[config.mk]
export PLATFORM = sky130hd
export DESIGN_NAME = rbi_slab
export DESIGN_NICKNAME = d
export VERILOG_FILES = /design/src/sv/rbi_pkg.sv /design/src/sv/rbi_slab.sv
export SDC_FILE = /design/constraint.sdc
export NUM_CORES = 2
export LEC_CHECK = 0
export BUFFER_PORTS_ARGS = -buffer_cell sky130_fd_sc_hd__clkbuf_2
export CORE_ASPECT_RATIO = 0.5
export CORE_UTILIZATION = 59
export DETAILED_ROUTE_END_ITERATION = 7
export PLACE_DENSITY = 0.78
export REMOVE_ABC_BUFFERS = 1
export SLEW_MARGIN = 10
export SYNTH_ARGS = -nofsm -noshare
export SYNTH_HDL_FRONTEND = slang
export SYNTH_SLANG_ARGS = --single-unit
[constraint.sdc]
create_clock -name clk_i -period 7.3 [get_ports clk_i]
set_input_delay 0 -clock clk_i [delete_from_list [all_inputs] [get_ports clk_i]]
set_output_delay 0 -clock clk_i [all_outputs]
set_load 0.005 [all_outputs]
[src/sv/rbi_pkg.sv]
// ----------------------------------------------------------------------------
// rbi_pkg
// shared widths, types and constants of the ray against box test
// ----------------------------------------------------------------------------
package rbi_pkg;

  localparam int CW      = 32;            // coordinate width, Q16.16
  localparam int FRAC    = 16;            // fraction bits
  localparam int QW      = CW + FRAC;     // quotient width
  localparam int THR_W   = 17;            // threshold register width
  localparam int DIST_W  = 31;            // distance result width
  localparam int LSPLIT  = 32;            // low part of lambda per multiplier
  localparam int LHW     = QW - LSPLIT;   // high part of lambda
  localparam int PROD_W  = QW + CW;       // full lambda times direction
  localparam int MW      = 2 * CW - 1;    // clamped offset magnitude
  localparam int PXW     = MW + 2;        // hit point width
  localparam int NFACE   = 6;

  localparam logic [THR_W-1:0]  THR_RESET = THR_W'(66);
  localparam logic [DIST_W-1:0] DIST_MAX  = '1;
  localparam logic [MW-1:0]     OFF_SAT   = MW'(1) << (MW - 1);

  typedef logic [2:0][CW-1:0] vec3_t;

  typedef struct packed {
    vec3_t            o;
    vec3_t            d;
    vec3_t            lo;
    vec3_t            hi;
    vec3_t            dmag;
    logic [NFACE-1:0] cand;
    logic             in_box;
  } item_t;

endpackage

[src/sv/rbi_slab.sv]
// ----------------------------------------------------------------------------
// rbi_slab
// hit point on one other axis and strict slab test, four stages
// ----------------------------------------------------------------------------
module rbi_slab (
  input  logic                   clk_i,
  input  logic [rbi_pkg::QW-1:0] lam_i,
  input  logic [rbi_pkg::CW-1:0] o_i,
  input  logic [rbi_pkg::CW-1:0] d_i,
  input  logic [rbi_pkg::CW-1:0] dmag_i,
  input  logic [rbi_pkg::CW-1:0] lo_i,
  input  logic [rbi_pkg::CW-1:0] hi_i,
  output logic                   in_o
);
  import rbi_pkg::*;

  logic [LSPLIT+CW-1:0] plo_q;
  logic [LHW+CW-1:0]    phi_q;
  logic [MW-1:0]        m_q;
  logic signed [PXW-1:0] p_q;
  logic [1:0]           neg_q;
  logic [1:0][CW-1:0]   o_q;
  logic [2:0][CW-1:0]   lo_q, hi_q;
  logic [PROD_W-1:0]    sum;
  logic [PROD_W-FRAC-1:0] shifted;
  logic [PXW-1:0]       mext;
  logic signed [PXW-1:0] off;

  always_comb begin
    sum     = PROD_W'(plo_q) + (PROD_W'(phi_q) << LSPLIT);
    shifted = sum[PROD_W-1:FRAC];
    mext    = {2'b00, m_q};
    off     = neg_q[1] ? -$signed(mext) : $signed(mext);
  end

  always_ff @(posedge clk_i) begin
    // partial products
    plo_q    <= (LSPLIT+CW)'(lam_i[LSPLIT-1:0]) * (LSPLIT+CW)'(dmag_i);
    phi_q    <= (LHW+CW)'(lam_i[QW-1:LSPLIT]) * (LHW+CW)'(dmag_i);
    neg_q[0] <= d_i[CW-1];
    o_q[0]   <= o_i;
    lo_q[0]  <= lo_i;
    hi_q[0]  <= hi_i;
    // sum, scale and clamp far offsets
    m_q      <= (shifted > (PROD_W-FRAC)'(OFF_SAT)) ? OFF_SAT : shifted[MW-1:0];
    neg_q[1] <= neg_q[0];
    o_q[1]   <= o_q[0];
    lo_q[1]  <= lo_q[0];
    hi_q[1]  <= hi_q[0];
    // hit point
    p_q      <= PXW'($signed(o_q[1])) + off;
    lo_q[2]  <= lo_q[1];
    hi_q[2]  <= hi_q[1];
    // strict inside test
    in_o     <= (PXW'($signed(lo_q[2])) < p_q) && (p_q < PXW'($signed(hi_q[2])));
  end

endmodule

==> impl_metrics.xml <==
<?xml version="1.0" encoding="UTF-8"?>
<metrics>
  <group name="worst_setup_path">
    <metric name="required" unit="ns">7.76</metric>
    <metric name="cp.arrival" unit="ns">7.53</metric>
    <metric name="worstSetupStartpoint" unit="">dmag_i[18]</metric>
    <metric name="critPathCapture" unit="">plo_q[59]$_DFF_P_</metric>
    <metric name="r2r-end" unit="">p_q[64]$_DFF_P_</metric>
    <metric name="rrSetupSlack" unit="ns">1.47</metric>
    <metric name="critical_path_type" unit="">in -&gt; reg</metric>
    <metric name="r2r_cells" unit="">20</metric>
    <metric name="end_kind" unit="">flop</metric>
    <metric name="r2r_start" unit="">m_q[4]$_SDFF_PN0_</metric>
    <metric name="cp-start-kind" unit="">input port</metric>
    <metric name="timing.critical_path.fanout_max" unit="">16</metric>
  </group>
  <group name="synth">
    <metric name="synth-edff-count" unit="">0</metric>
    <metric name="yosys_register_bits" unit="">483</metric>
    <metric name="synth_top_cell_area_share" unit="%">38.8</metric>
    <metric name="synth_sequential_area_ratio" unit="%">14.2</metric>
    <metric name="yosysWarnings" unit="">0</metric>
    <metric name="synthArstFlopShare" unit="%">0</metric>
    <metric name="top_cells_by_area_in_the_synthesized_netlist" unit="">fa_1, dfxtp_1, ha_1</metric>
    <metric name="postSynthAreaPerCell" unit="um^2">9.27</metric>
    <metric name="synth.top_cells.by_count" unit="">inv_1, fa_1, nand2_1</metric>
    <metric name="netlist.top_cell.by_area" unit="">fa_1</metric>
    <metric name="distinct_cell_type_count_of_the_synthesized_netlist" unit="">73</metric>
    <metric name="synth_top_flop_cell" unit="">dfxtp_1</metric>
    <metric name="postSynthCellCount" unit="">7319</metric>
    <metric name="synth.most_common_cell" unit="">inv_1</metric>
    <metric name="mappedNetlistArea" unit="um^2">67900</metric>
  </group>
  <group name="global_route">
    <metric name="grt_antenna_before_repair" unit="">8</metric>
    <metric name="first_global_vias" unit="">54500</metric>
    <metric name="grt_overflow" unit="">0</metric>
    <metric name="grt_start_max_net_pins" unit="">66</metric>
    <metric name="grt_pass1_wl" unit="um">289000</metric>
    <metric name="gr-usage-all-layers" unit="%">31.4</metric>
  </group>
  <group name="floorplanning">
    <metric name="core.rowCount" unit="">87</metric>
    <metric name="floorplan.core_area" unit="um^2">113000</metric>
    <metric name="floorplan.io_pins" unit="">210</metric>
    <metric name="area_of_the_die" unit="um^2">116000</metric>
    <metric name="die_height" unit="um">242</metric>
    <metric name="initial_core_util" unit="%">59.9</metric>
    <metric name="dieWidth" unit="um">482</metric>
  </group>
  <group name="placed_design">
    <metric name="global_placer_s_final_weighted_congestion" unit="">0.983</metric>
    <metric name="post_dp_cell_area" unit="um^2">72200</metric>
    <metric name="dp.final_hpwl" unit="um">145000</metric>
    <metric name="port_buffers" unit="">178</metric>
  </group>
  <group name="cts">
    <metric name="cts_max_path_buffers" unit="">3</metric>
    <metric name="clkLatencyLatePin" unit="ns">0.61</metric>
    <metric name="cts.htree.levels" unit="">2</metric>
    <metric name="clock_tree_root" unit="">clkbuf_16</metric>
    <metric name="cts-buffers-inserted" unit="">47</metric>
    <metric name="cts_tree" unit="">yes</metric>
    <metric name="clk_transition_reported_paths" unit="ns">0.07</metric>
    <metric name="clk_sinks" unit="">483</metric>
  </group>
  <group name="layout">
    <metric name="layout.area.seq" unit="um^2">9670</metric>
    <metric name="count_of_filler_cells_inserted_in_the_layout" unit="">8748</metric>
    <metric name="postLayoutCellArea" unit="um^2">75000</metric>
    <metric name="area_delta_synth_final" unit="%">10.5</metric>
    <metric name="layout-drive-gt1-share" unit="%">8.44</metric>
    <metric name="multiInputGateArea" unit="um^2">51700</metric>
    <metric name="nNetsFinal" unit="">9790</metric>
    <metric name="layout_utilization" unit="%">66.2</metric>
  </group>
  <group name="route">
    <metric name="drc" unit="">0</metric>
    <metric name="detail-route-antenna-nets" unit="">0</metric>
    <metric name="pre_antenna_drt_iters" unit="">6</metric>
    <metric name="wire_per_inst" unit="um">19.2</metric>
    <metric name="total_wire_length_after_detailed_routing" unit="um">177000</metric>
    <metric name="route.detailed.vias_per_inst" unit="">5.52</metric>
    <metric name="drt_iter0_drc" unit="">3562</metric>
    <metric name="detailroute.via_count" unit="">50900</metric>
  </group>
  <group name="sta">
    <metric name="timing_worst_slew_pin_value" unit="ns">1.14</metric>
    <metric name="rsz_0062_raised_after_global_routing" unit="">yes</metric>
    <metric name="timing_hold_violations_final" unit="">0</metric>
    <metric name="timing.final.crit_period" unit="ns">7.06</metric>
    <metric name="fin_skew" unit="ns">0.0342</metric>
    <metric name="final-setup-viol-count" unit="">0</metric>
    <metric name="final.period_utilization" unit="%">96.8</metric>
    <metric name="maxSlewViolCount" unit="">0</metric>
    <metric name="max-slew-margin-rel" unit="%">23.7</metric>
    <metric name="clock.fmax" unit="MHz">142</metric>
  </group>
  <group name="run_status">
    <metric name="run_status" unit="">finished clean</metric>
  </group>
  <group name="min_path">
    <metric name="hp-class" unit="">in -&gt; reg</metric>
  </group>
  <group name="run">
    <metric name="max_cap_violations" unit="">0</metric>
  </group>
</metrics>
## how the worst min path moves through the flow
stage	cells after the start	slack (ns)	from	endpoint
detailed placement	1	0.10	lo_i[14]	lo_q[14]$_DFF_P_
global route	2	0.008	lo_i[13]	lo_q[13]$_DFF_P_
global placement	1	0.10	o_i[30]	o_q[30]$_DFF_P_
floorplan	0	0.03	hi_i[0]	hi_q[0]$_DFF_P_
finish	2	0.03	o_i[26]	o_q[26]$_DFF_P_
CTS	2	0.0005	lo_i[13]	lo_q[13]$_DFF_P_
## area by class of cell
class | count | area share [%]
diodes | 4 | 0.0133
clock buffers | 59 | 1.69
clock inverters | 26 | 0.419
inverters | 1380 | 6.91
multi-input cells | 5102 | 68.9
flip-flops and latches | 483 | 12.9
well taps | 1513 | 2.52
repair buffers | 647 | 6.60
## repair_timing
| action | CTS | global route |
|---|---|---|
| endpoints found under the hold margin | 97 | 0 |
| hold buffers | 113 | 0 |
| setup endpoints to repair | 0 | 13 |
| setup buffers | 0 | 0 |
| gates resized for setup | 0 | 20 |
## metrics by stage
stage                     worst slack (ns)  instances  hold slack [ns]  setup TNS (ns)
after floorplan                      0.142       6965           0.0277               0
after global placement              -0.288       9012            0.102           -3.11
after detailed placement            -0.488       9012            0.104           -6.47
after CTS                            0.119       9210         0.000507               0
after global routing               -0.0546       9211          0.00788         -0.0686
final                                0.236       9214           0.0300               0
## registers in the layout, indices dropped and copies added (netlist names)
signal  cells
hi_q       96
in_o        1
lo_q       96
m_q        63
neg_q       2
o_q        64
p_q        65
phi_q      48
plo_q      48
## placed cells by master, fill, tap and decap left out, types with 158 or more instances in the layout
cell type	instances
o21ai_0	158
inv_1	1380
fa_1	1315
ha_1	605
dfxtp_1	482
clkbuf_2	169
buf_4	335
nand2_1	959
a21oi_1	253
and2_1	731
xnor2_1	180
## cells by family (layout without fill, tap and decap cells)
group                    count (synthesis)  after routing  synth area share (%)
AND/OR/NAND/NOR                       2165           2165                  15.9
buffers and inverters                 1734           2112                  9.59
adder cells (fa/ha/maj)               1920           1920                  49.9
flip-flops                             483            483                  14.2
other                                    0              4                     0
multiplexers                             2              2                0.0332
XOR/XNOR                               252            252                  3.25
AO/OA/AOI/OAI                          763            763                  7.06
## routing by layer
| metal | track usage, % | wire length (um) | up-vias |
|---|---|---|---|
| met5 | 0 | 60 | - |
| met4 | 8.39 | 5440 | 8 |
| met3 | 8.58 | 18500 | 393 |
| met2 | 51.3 | 81900 | 2108 |
| met1 | 41.2 | 71400 | 25300 |
| li1 | - | - | 23000 |
## worst max-delay path, cell delays in order
cell       delay, ns
clkbuf_2        0.10
buf_12          0.15
and2_1          0.19
fa_1            0.51
inv_1           0.06
fa_1            0.53
inv_1           0.05
fa_1            0.49
inv_1           0.05
fa_1            0.55
inv_1           0.05
fa_1            0.51
fa_1            0.44
fa_1            0.51
fa_1            0.41
ha_1            0.34
a21o_1          0.17
a21o_1          0.17
a21oi_1         0.14
o21ai_0         0.15
or3_1           0.45
a31oi_2         0.22
o21ai_0         0.13
a311o_1         0.40
a211oi_1        0.23
buf_4           0.17
nor4_1          0.04
a2111oi_1       0.28
Power is not shown: default switching activity piles up to over one toggle a cycle in this logic, so the estimate is an artifact.
